<file path="src/rtl/core/kci_pkg.sv">
// Shared types and constants of the keyframe curve interpolator.
`timescale 1ns / 1ps
`default_nettype none

package kci_pkg;

    // Default number of fraction bits of the normalized time.
    localparam int FRACTION_BITS_DEF = 16;

    // Interpolation modes as they arrive on the input word.
    typedef enum logic [1:0] {
        MODE_HOLD    = 2'd0,
        MODE_LINEAR  = 2'd1,
        MODE_HERMITE = 2'd2,
        MODE_BEZIER  = 2'd3
    } mode_t;

    // Per-word side data that travels down the pipeline with the time.
    typedef struct packed {
        logic signed [31:0] v0;
        logic signed [31:0] m0;
        logic signed [31:0] m1;
        logic signed [31:0] v1;
        mode_t              mode;
        logic               is_int;
        logic               pass_left;
        logic               clamped;
        logic               force_zero;
        logic               force_one;
    } side_t;

endpackage

`default_nettype wire

</file>
<file path="src/rtl/core/kci_div.sv">
// Pipelined restoring divider that forms the normalized time, one quotient bit per stage.
`timescale 1ns / 1ps
`default_nettype none

module kci_div #(
    parameter int F = kci_pkg::FRACTION_BITS_DEF
) (
    input  wire logic              clk,
    input  wire logic              rst_n,
    input  wire logic              en,
    input  wire logic              in_valid,
    input  wire logic [31:0]       in_rem,
    input  wire logic [31:0]       in_den,
    input  wire kci_pkg::side_t    in_sb,
    output logic                   out_valid,
    output logic [F:0]             out_t,
    output kci_pkg::side_t         out_sb
);

    localparam logic [F:0] ONE = {1'b1, {F{1'b0}}};

    logic           valid_reg [F];
    logic [31:0]    rem_reg   [F];
    logic [31:0]    den_reg   [F];
    logic [F-1:0]   q_reg     [F];
    kci_pkg::side_t sb_reg    [F];

    for (genvar k = 0; k < F; k++) begin : g_stage
        logic           v_prev;
        logic [31:0]    rem_prev;
        logic [31:0]    den_prev;
        logic [F-1:0]   q_prev;
        kci_pkg::side_t sb_prev;
        logic [32:0]    shifted;
        logic [33:0]    diff;
        logic           fits;
        logic [31:0]    rem_next;

        if (k == 0) begin : g_first
            assign v_prev   = in_valid;
            assign rem_prev = in_rem;
            assign den_prev = in_den;
            assign q_prev   = '0;
            assign sb_prev  = in_sb;
        end else begin : g_rest
            assign v_prev   = valid_reg[k-1];
            assign rem_prev = rem_reg[k-1];
            assign den_prev = den_reg[k-1];
            assign q_prev   = q_reg[k-1];
            assign sb_prev  = sb_reg[k-1];
        end

        // Trial subtraction of the divisor from the doubled remainder.
        assign shifted  = {rem_prev, 1'b0};
        assign diff     = {1'b0, shifted} - {2'b00, den_prev};
        assign fits     = ~diff[33];
        assign rem_next = fits ? diff[31:0] : shifted[31:0];

        always_ff @(posedge clk or negedge rst_n)
        begin
            if (!rst_n)
            begin
                valid_reg[k] <= 1'b0;
            end
            else if (en)
            begin
                valid_reg[k] <= v_prev;
            end
        end

        always_ff @(posedge clk)
        begin
            if (en)
            begin
                rem_reg[k] <= rem_next;
                den_reg[k] <= den_prev;
                q_reg[k]   <= {q_prev[F-2:0], fits};
                sb_reg[k]  <= sb_prev;
            end
        end
    end

    // Times outside the interval, and the right end itself, bypass the quotient.
    assign out_valid = valid_reg[F-1];
    assign out_sb    = sb_reg[F-1];
    assign out_t     = sb_reg[F-1].force_one  ? ONE :
                       sb_reg[F-1].force_zero ? '0  : {1'b0, q_reg[F-1]};

endmodule

`default_nettype wire

</file>
<file path="config.mk">
export PLATFORM = sky130hd
export DESIGN_NAME = kci_div
export DESIGN_NICKNAME = d
export VERILOG_FILES = /design/src/rtl/core/kci_pkg.sv /design/src/rtl/core/kci_div.sv
export SDC_FILE = /design/constraint.sdc
export NUM_CORES = 2
export LEC_CHECK = 0
export BUFFER_PORTS_ARGS = -buffer_cell sky130_fd_sc_hd__buf_2
export CAP_MARGIN = 20
export CORE_UTILIZATION = 45
export DETAILED_ROUTE_END_ITERATION = 10
export PLACE_DENSITY_LB_ADDON = 0.1
export SLEW_MARGIN = 10
export SYNTH_ARGS = -nofsm -noshare
export SYNTH_HDL_FRONTEND = slang
export SYNTH_SLANG_ARGS = --single-unit
</file>
<file path="constraint.sdc">
create_clock -name clk -period 5.1 [get_ports clk]
set_input_delay 0.765 -clock clk [delete_from_list [all_inputs] [get_ports clk]]
set_output_delay 0.765 -clock clk [all_outputs]
set_load 0.01 [all_outputs]
</file>
==> results.md <==
* Root Buffer: clkbuf_16
* Post-Layout Cell Count at 12,800
* Flop pwr share at 44.7%
* GRT overflow at 0
* Port bufs at 355
* Netlist Area Pre-Place at 0.129 sq mm
* Crit-path most repeated cell: o21ai_0
* Most common cell after layout, fill and taps aside: edfxtp_1
* CP max-delay cell: a311oi_1
* Wire length of the first global-routing pass at 329 mm
* Vias in the first global route at 64,600
* Initial antenna violation count at 2
* Die W at 537 um
* Pint at 57,600 uW
* Layout Area Growth over Synthesis at 15.2%
* Post-DP HPWL at 135 mm
* CP Cell Sequence: ha_1 -> nor2b_1 -> o21ai_0 -> a21boi_1 -> o21ai_0 -> a41oi_1 -> a311oi_1 -> o31ai_1 -> nand2_1 -> and2_1 -> buf_4 -> mux2_2
* Fin crit period at 4410 ps
* NetSw at 23,100 uW
* Post-Syn Instances at 7,881
* Io pins at 356
* Yosys top cell by area: edfxtp_1
* Routed vias at 63,700
* Final worst slack at 693 ps
* Fraction of layout cells with a size suffix above 1 at 13.3%
* # rows at 196
* Crit end category: register
* Crit-path max FO at 32
* GPL Wtd Cong at 0.865
* Max clock buf depth at 4
* Max Slew Vio Count at 0
* DR pass1 iterations at 5
* Post-cts sizing count at 0
* Core area at 0.285 sq mm
* Normalized max-slew margin at 21.1%
* DP Cell Count at 12,000
* Hold_buf cts at 143
* WL/cell at 16.0 um
* Die Area at 0.289 sq mm
* Clock Skews at 72.3 ps
* Top cells by area, synth: edfxtp_1 (76%), ha_1 (4.8%), a21oi_1 (1.8%)
* Worst-Margin Slew at 1150 ps
* CTS tree: yes
* Depth of the CTS H-tree at 5
* MaxCap Viol Count at 0
* 1st-iter DRT viols at 3,515
* Share of flip-flops with an asynchronous set or reset at 0.489%
* Post-synth top area share at 75.8%
* Worst path arrival time at 5020 ps
* CP delay by family, top: compound AO/OA/AOI/OAI gates
* Synthesized area per cell at 16.4 sq um
* Most common flop cell mapped by yosys: edfxtp_1
* Switch share at 28.6%
* Synth unique cells at 87
* DRC Markers at 0
* Clk pwr share at 29.3%
* Ys Warns at 0
* Max stage delay on crit path at 780 ps
* Setup Fix Bufs, Post-CTS at 0
* Place WS at 759 ps
* Finished Core Util at 52.1%
* Hold WC Path Type: input pin to register
* Hold WS at 97.3 ps
* Overall global routing resource usage at 13.9%
* Crit path kind: register to register
* Maximum VDD drop at 0.283 mV
* Most frequent cells in the layout: edfxtp_1 (3,256), inv_1 (609), ha_1 (496)
* Pleak at 0.0561 uW
* Clock Sink Count at 3,272
* Layout Nets at 9,439
* Comb power frac at 26.0%
* Clock latency on the worst-skew pair at 890 ps
* Hold Fails Final Rpt at 0
* RSZ-0062 raised after global routing: no
* CP startpoint kind: register
* Setup Viol. Count Final at 0
* Reg clk slew, reported paths at 50 ps
* Max FFs per register at 2,160
* WP buf/inv at 1
* Pwr/cell area at 544 mW/mm^2
* Mapped Nets at 8,595
* CP required at 5710 ps
* EDFF count, synth at 3,256
* DRT Wirelength at 204 mm
* TNS Setup at 0 ps
* Largest net degree at the start of global routing at 151
* Die Height at 537 um
* Final period utilization at 86.4%
* Post-synthesis sequential area ratio at 76.2%
* Initial core utilization at 45.2%
* Routed Antenna Nets at 0
* Cts bufs inserted at 346
* Synth Register Bits at 3,272
* Avg Vias per Cell at 4.99
* Fmax at 227 MHz
* Status: complete, no violations
synthesized netlist by cell type, types with 35 or more instances:
master	n
nor3_1	52
o21ai_0	372
inv_1	609
nand3_1	71
a211oi_1	49
o31ai_1	35
xor2_1	174
mux2_2	187
nand2b_1	57
nand2_1	406
o21bai_1	58
edfxtp_1	3256
nor2b_1	42
nor2_1	346
and3_1	43
ha_1	496
nand4_1	42
a31oi_1	43
a21oi_1	464
a21o_1	270
clkbuf_1	81
o21a_1	54
xnor2_1	233
and2_1	43
power by group through the flow:
| stage | Combinational [uW] | Sequential [uW] | Clock (uW) |
|---|---|---|---|
| after detailed placement | 20700 | 36700 | 0 |
| after global routing | 23400 | 36400 | 25700 |
| after CTS | 21000 | 36100 | 24600 |
| after floorplan | 16000 | 35900 | 0 |
| final | 21000 | 36100 | 23700 |
| after global placement | 20300 | 36600 | 0 |
layout make-up:
type,count,area [sq um]
Tap cell,3762,4710
Inverter,611,2290
Timing Repair Buffer,613,4490
Fill cell,23000,136000
Clock buffer,435,9030
Sequential cell,3272,98200
Clock inverter,189,1780
Multi-Input combinational cell,3881,28100
Antenna cell,2,5.00
stage by stage:
stage | instance area [sq um] | power, uW
after floorplan | 129000 | 51900
after global placement | 136000 | 56900
after detailed placement | 136000 | 57400
after CTS | 149000 | 81700
after global routing | 149000 | 85500
final | 149000 | 80700
final timing paths:
check | endpoint | slack [ps] | startpoint | cells after the start
worst max-delay path | rem_reg[0][228]$_DFFE_PP_ | 690 | rem_reg[0][192]$_SDFFCE_PN0P_ | 12
worst min-delay path | sb_reg[0][1]$_DFFE_PP_ | 100 | in_sb[1] | 1
max in group asynchronous | g_stage[10].v_prev$_DFFE_PN0P_ | 4480 | rst_n | 2
worst max register to register | rem_reg[0][228]$_DFFE_PP_ | 690 | rem_reg[0][192]$_SDFFCE_PN0P_ | 12
worst min register to register | sb_reg[5][225]$_DFFE_PP_ | 390 | sb_reg[5][90]$_DFFE_PP_ | 0
min in group asynchronous | g_stage[13].v_prev$_DFFE_PN0P_ | 350 | rst_n | 2
logic make-up after synthesis:
family / after synthesis / share of synthesized area [%]
mux: 218 / 1.98
simple gates: 1179 / 4.20
xor+xnor: 407 / 2.77
flops: 3272 / 76.2
compound gates: 1566 / 7.69
fa+ha+maj: 511 / 5.05
buf+inv: 728 / 2.16
layer usage:
metal,track usage [%],vias to the layer above,wire (um)
met4,5.35,0,6730
li1,-,31500,-
met1,17.7,30600,91000
met2,23.8,1177,98700
met5,0,-,0
met3,2.52,448,7830
Note: power is estimated with default switching activity, not from simulation.
