===== src/rtl/core/kci_pkg.sv =====
// Shared types and constants of the keyframe curve interpolator.
`timescale 1ns / 1ps
`default_nettype none

package kci_pkg;

    // Default number of fraction bits of the normalized time.
    localparam int FRACTION_BITS_DEF = 16;

    // Interpolation modes as they arrive on the input word.
    typedef enum logic [1:0] {
        MODE_HOLD    = 2'd0,
        MODE_LINEAR  = 2'd1,
        MODE_HERMITE = 2'd2,
        MODE_BEZIER  = 2'd3
    } mode_t;

    // Per-word side data that travels down the pipeline with the time.
    typedef struct packed {
        logic signed [31:0] v0;
        logic signed [31:0] m0;
        logic signed [31:0] m1;
        logic signed [31:0] v1;
        mode_t              mode;
        logic               is_int;
        logic               pass_left;
        logic               clamped;
        logic               force_zero;
        logic               force_one;
    } side_t;

endpackage

`default_nettype wire


===== src/rtl/core/kci_basis.sv =====
// Three-stage unit that turns the normalized time into the four curve weights.
`timescale 1ns / 1ps
`default_nettype none

module kci_basis #(
    parameter int F = kci_pkg::FRACTION_BITS_DEF
) (
    input  wire logic                  clk,
    input  wire logic                  rst_n,
    input  wire logic                  en,
    input  wire logic                  in_valid,
    input  wire logic [F:0]            in_t,
    input  wire kci_pkg::side_t        in_sb,
    output logic                       out_valid,
    output logic signed [F+3:0]        out_w0,
    output logic signed [F+3:0]        out_w1,
    output logic signed [F+3:0]        out_w2,
    output logic signed [F+3:0]        out_w3,
    output kci_pkg::side_t             out_sb
);

    localparam int         WW     = F + 4;
    localparam logic [F:0] ONE    = {1'b1, {F{1'b0}}};
    localparam logic [2*F+1:0] HALF_P = (2*F+2)'(1) << (F - 1);

    // Product of two Q1.F values rounded back to Q1.F.
    function automatic logic [F:0] rnd(input logic [F:0] a, input logic [F:0] b);
        logic [2*F+1:0] p;
        p = (2*F+2)'(a) * (2*F+2)'(b) + HALF_P;
        return p[2*F:F];
    endfunction

    function automatic logic signed [WW-1:0] sx(input logic [F:0] a);
        return $signed({3'b000, a});
    endfunction

    logic                  v1_reg, v2_reg, v3_reg;
    kci_pkg::side_t        sb1_reg, sb2_reg, sb3_reg;
    logic [F:0]            t1_reg, u1_reg, t2a_reg, u2a_reg;
    logic [F:0]            t2_reg, u2_reg, tt_reg, t3_reg, u3_reg, tu2_reg, t2u_reg;
    logic signed [WW-1:0]  w0_reg, w1_reg, w2_reg, w3_reg;
    logic signed [WW-1:0]  w0_next, w1_next, w2_next, w3_next;

    always_ff @(posedge clk or negedge rst_n)
    begin
        if (!rst_n)
        begin
            v1_reg <= 1'b0;
            v2_reg <= 1'b0;
            v3_reg <= 1'b0;
        end
        else if (en)
        begin
            v1_reg <= in_valid;
            v2_reg <= v1_reg;
            v3_reg <= v2_reg;
        end
    end

    // Squares first, then the cubes and mixed terms, then the weights.
    always_ff @(posedge clk)
    begin
        if (en)
        begin
            sb1_reg <= in_sb;
            t1_reg  <= in_t;
            u1_reg  <= ONE - in_t;
            t2a_reg <= rnd(in_t, in_t);
            u2a_reg <= rnd(ONE - in_t, ONE - in_t);

            sb2_reg <= sb1_reg;
            t2_reg  <= t1_reg;
            u2_reg  <= u1_reg;
            tt_reg  <= t2a_reg;
            t3_reg  <= rnd(t2a_reg, t1_reg);
            u3_reg  <= rnd(u2a_reg, u1_reg);
            tu2_reg <= rnd(t1_reg, u2a_reg);
            t2u_reg <= rnd(t2a_reg, u1_reg);

            sb3_reg <= sb2_reg;
            w0_reg  <= w0_next;
            w1_reg  <= w1_next;
            w2_reg  <= w2_next;
            w3_reg  <= w3_next;
        end
    end

    // Weights for the left value, left tangent, right tangent and right value.
    always_comb
    begin
        unique case (sb2_reg.mode)
            kci_pkg::MODE_HERMITE:
            begin
                w0_next = (sx(t3_reg) <<< 1) - (sx(tt_reg) + (sx(tt_reg) <<< 1)) + sx(ONE);
                w1_next = sx(t3_reg) - (sx(tt_reg) <<< 1) + sx(t2_reg);
                w2_next = sx(t3_reg) - sx(tt_reg);
                w3_next = (sx(tt_reg) + (sx(tt_reg) <<< 1)) - (sx(t3_reg) <<< 1);
            end
            kci_pkg::MODE_BEZIER:
            begin
                w0_next = sx(u3_reg);
                w1_next = sx(tu2_reg) + (sx(tu2_reg) <<< 1);
                w2_next = sx(t2u_reg) + (sx(t2u_reg) <<< 1);
                w3_next = sx(t3_reg);
            end
            kci_pkg::MODE_LINEAR,
            kci_pkg::MODE_HOLD:
            begin
                w0_next = sx(u2_reg);
                w1_next = '0;
                w2_next = '0;
                w3_next = sx(t2_reg);
            end
        endcase
    end

    assign out_valid = v3_reg;
    assign out_sb    = sb3_reg;
    assign out_w0    = w0_reg;
    assign out_w1    = w1_reg;
    assign out_w2    = w2_reg;
    assign out_w3    = w3_reg;

endmodule

`default_nettype wire


===== config.mk =====
export PLATFORM = sky130hd
export DESIGN_NAME = kci_basis
export DESIGN_NICKNAME = d
export VERILOG_FILES = /design/src/rtl/core/kci_pkg.sv /design/src/rtl/core/kci_basis.sv
export SDC_FILE = /design/constraint.sdc
export NUM_CORES = 2
export LEC_CHECK = 0
export BUFFER_PORTS_ARGS = -buffer_cell sky130_fd_sc_hd__buf_2
export CAP_MARGIN = 20
export CORE_MARGIN = 8
export CORE_UTILIZATION = 40
export CTS_CLUSTER_SIZE = 14
export DETAILED_ROUTE_END_ITERATION = 10
export PLACE_DENSITY = 0.57
export SLEW_MARGIN = 25
export SYNTH_ARGS = -nofsm -noshare
export SYNTH_HDL_FRONTEND = slang
export SYNTH_SLANG_ARGS = --single-unit

===== constraint.sdc =====
create_clock -name clk -period 8.3 [get_ports clk]
set_clock_uncertainty 0.2 [all_clocks]
set_input_delay 0.415 -clock clk [delete_from_list [all_inputs] [get_ports clk]]
set_output_delay 0.415 -clock clk [all_outputs]
set_load 0.005 [all_outputs]

==> metrics.txt <==
via count=around 53000; final hold vios=0; post-route ant nets=0; CP Cell Sequence=buf_4 -> nand2_1 -> fa_1 -> inv_1 -> fa_1 -> inv_1 -> fa_1 -> inv_1 -> fa_1 -> inv_1 -> fa_1 -> inv_1 -> fa_1 -> ha_1 -> a2111oi_2 -> and3b_1 -> a21oi_1 -> a211o_1 -> o211a_1 -> o31a_1 -> o21a_1 -> o21ai_1 -> a21oi_1 -> xnor2_1; largest net degree at the start of global routing=between 150 and 200; die footprint=210000 um^2; Max Fanout on Critical Path=16; max-cap violation count=0; Num CTS Buffers=75; Seq/Total Area, Yosys=0.258; Rows=about 160; area leader, netlist=fa_1; Rel. slew slack=0.236; number of synthesized flops with an enable pin=670; Area Overhead vs Synth=12.3%; Reg clk slew, reported paths=roughly 60 ps; FMAX=between 100 and 150 MHz; delay-heaviest family, CP=adder cells; fin crit share=0.964; # fillers=~18000; initial DRC count=around 3200; most frequent CP cell=fa_1; Crit path largest cell delay=about 950 ps; vias per inst=about 4.9; unrepaired setup endpoints after global routing=no; top-level port count=approximately 370; die height=~460 um; Final HPWL DP=roughly 170000 um; ys async rst share=0.00446; top-area cell type share of the netlist area=0.328; number of global-route vias before repair=57100; Yosys reg bits=673; Post-Syn Instances=roughly 7500; top_reg_cell synth=edfxtp_1; most common cell in the synthesized netlist=inv_1; syn nets=~9700; CTS tree=built; Avg Synthesized Cell Area=10.5 um^2; outcome=completed; GPL Wtd Cong=0.894; Cell variety after synth=80; detailed-router iteration count before antenna repair=5; clock root buffer=clkbuf_16; Slew Viols, Final=0; largest cells by area after synthesis=fa_1, edfxtp_1, ha_1; GR Layer Usage met2=0.336; CP Capture Type=flop; synthesized area=a little under 80000 um^2; Critical Path Start Type=flop; Post-synth top cells=inv_1, fa_1, nand2_1; GR Util met3=0.0272; crit path DAT=roughly 8000 ps; Hold Path Class=input port to flop; Tmin final=8000 ps; setup_tns=0 ps; # setup viols final=0; clk buf depth=3; CP max stage cell=edfxtp_1; initial antenna violation count=11; DRC Markers=0; wire length per cell=between 15 and 20 um; GR Overflow Total=0; Tot GR Track Use=0.197; CP Buf/Inv Count=6; worst skew pair latency=a little under 700 ps; R2R Setup Slk=between 200 and 300 ps; Setup CP Type=flop to flop; # clock sinks=a little under 700; required time worst endpoint=8490 ps; met1 Usage GRT=0.263; htree depth=3; Synthesis Warnings=0; initial cell density of the core=0.403; nets=about 10000; actual slew at the worst max-slew pin=around 1100 ps; Detailed Route WL=between 200000 and 250000 um; CORE AREA=195000 um^2; share of layout cells above drive strength 1=0.0894; Die W=between 400 and 500 um; first-pass GRT wire length=around 330000 um; number of buffers inserted by port buffering=371; layer with the highest usage=met2
## area by class of cell
class | count | area (um^2) | area share
Antenna cell | 5 | 12.5 | 0.000142
Timing Repair Buffer | 709 | 4930 | 0.0560
Clock inverter | 40 | 459 | 0.00521
Multi-Input combinational cell | 4867 | 51000 | 0.580
Clock buffer | 94 | 1970 | 0.0224
Sequential cell | 673 | 20200 | 0.229
Inverter | 1644 | 6170 | 0.0701
Tap cell | 2624 | 3280 | 0.0373
## through the flow
step	hold slack, ps	instances	utilization	worst slack [ps]	cell area, um^2
detailed placement	11.6	10400	0.432	169	84200
global route	35.0	10700	0.452	33.8	88100
floorplan	-80.6	7454	-	567	78400
CTS	5.29	10700	0.452	199	88000
global placement	11.1	10400	0.432	145	84200
finish	64.0	10700	0.452	298	88100
## placed cells by master (no fill, tap or decap), drive strengths merged, types with 10 or more instances in the layout
master	synthesis	final
fa	1286	1286
o21a	44	44
xor2	62	62
nor2b	30	30
and3	20	20
clkinv	8	34
nor2	288	288
nand2	910	910
edfxtp	670	670
ha	822	822
nand3	39	39
and2	516	516
nand2b	18	18
a31oi	17	17
a21oi	186	186
or2	11	11
xnor2	179	179
o21bai	17	17
mux2i	12	12
a211oi	21	21
a2111oi	10	10
a21o	69	69
o21ai	76	76
dlygate4sd3	0	140
inv	1636	1640
buf	5	569
or3	19	19
clkbuf	265	94
nor3	79	79
## kinds of logic (layout without fill, tap and decap cells)
group / after synthesis / in the layout / share of synthesized area
compound gates: 534 / 534 / 0.0444
xor+xnor: 241 / 241 / 0.0270
fa+ha+maj: 2108 / 2108 / 0.460
buf+inv: 1914 / 2487 / 0.0916
flops: 673 / 673 / 0.258
mux: 18 / 18 / 0.00239
other cells: 0 / 5 / 0
simple gates: 1966 / 1966 / 0.117
## worst paths after layout
check	from	endpoint	cells past startpoint
max in group asynchronous	rst_n	out_valid	3
hold / removal	in_t[12]	t1_reg[12]	2
setup reg to reg	u1_reg[4]	u3_reg[16]	24
hold reg to reg	sb2_reg[46]	out_sb[46]	0
setup / recovery	u1_reg[4]	u3_reg[16]	24
min in group asynchronous	rst_n	out_valid	3
## layer usage
layer  routed length, um  vias up  part of all wire
li1                    -    24100                 -
met1               89200    26700              0.43
met2               99500     1433              0.48
met3               11900      308             0.057
met4                6260        0             0.030
met5                   0        -                 0
## timing repair
| action | in CTS | in global routing |
|---|---|---|
| resized for setup | 0 | 4 |
| endpoints found under the setup margin | 0 | 3 |
| hold endpoints to repair | 141 | 0 |
| setup buffers | 0 | 0 |
| hold buffers | 140 | 0 |
Power is left out: the tool's default activity adds up to more than one toggle a clock period on the data nets, which glitch-free logic cannot reach.
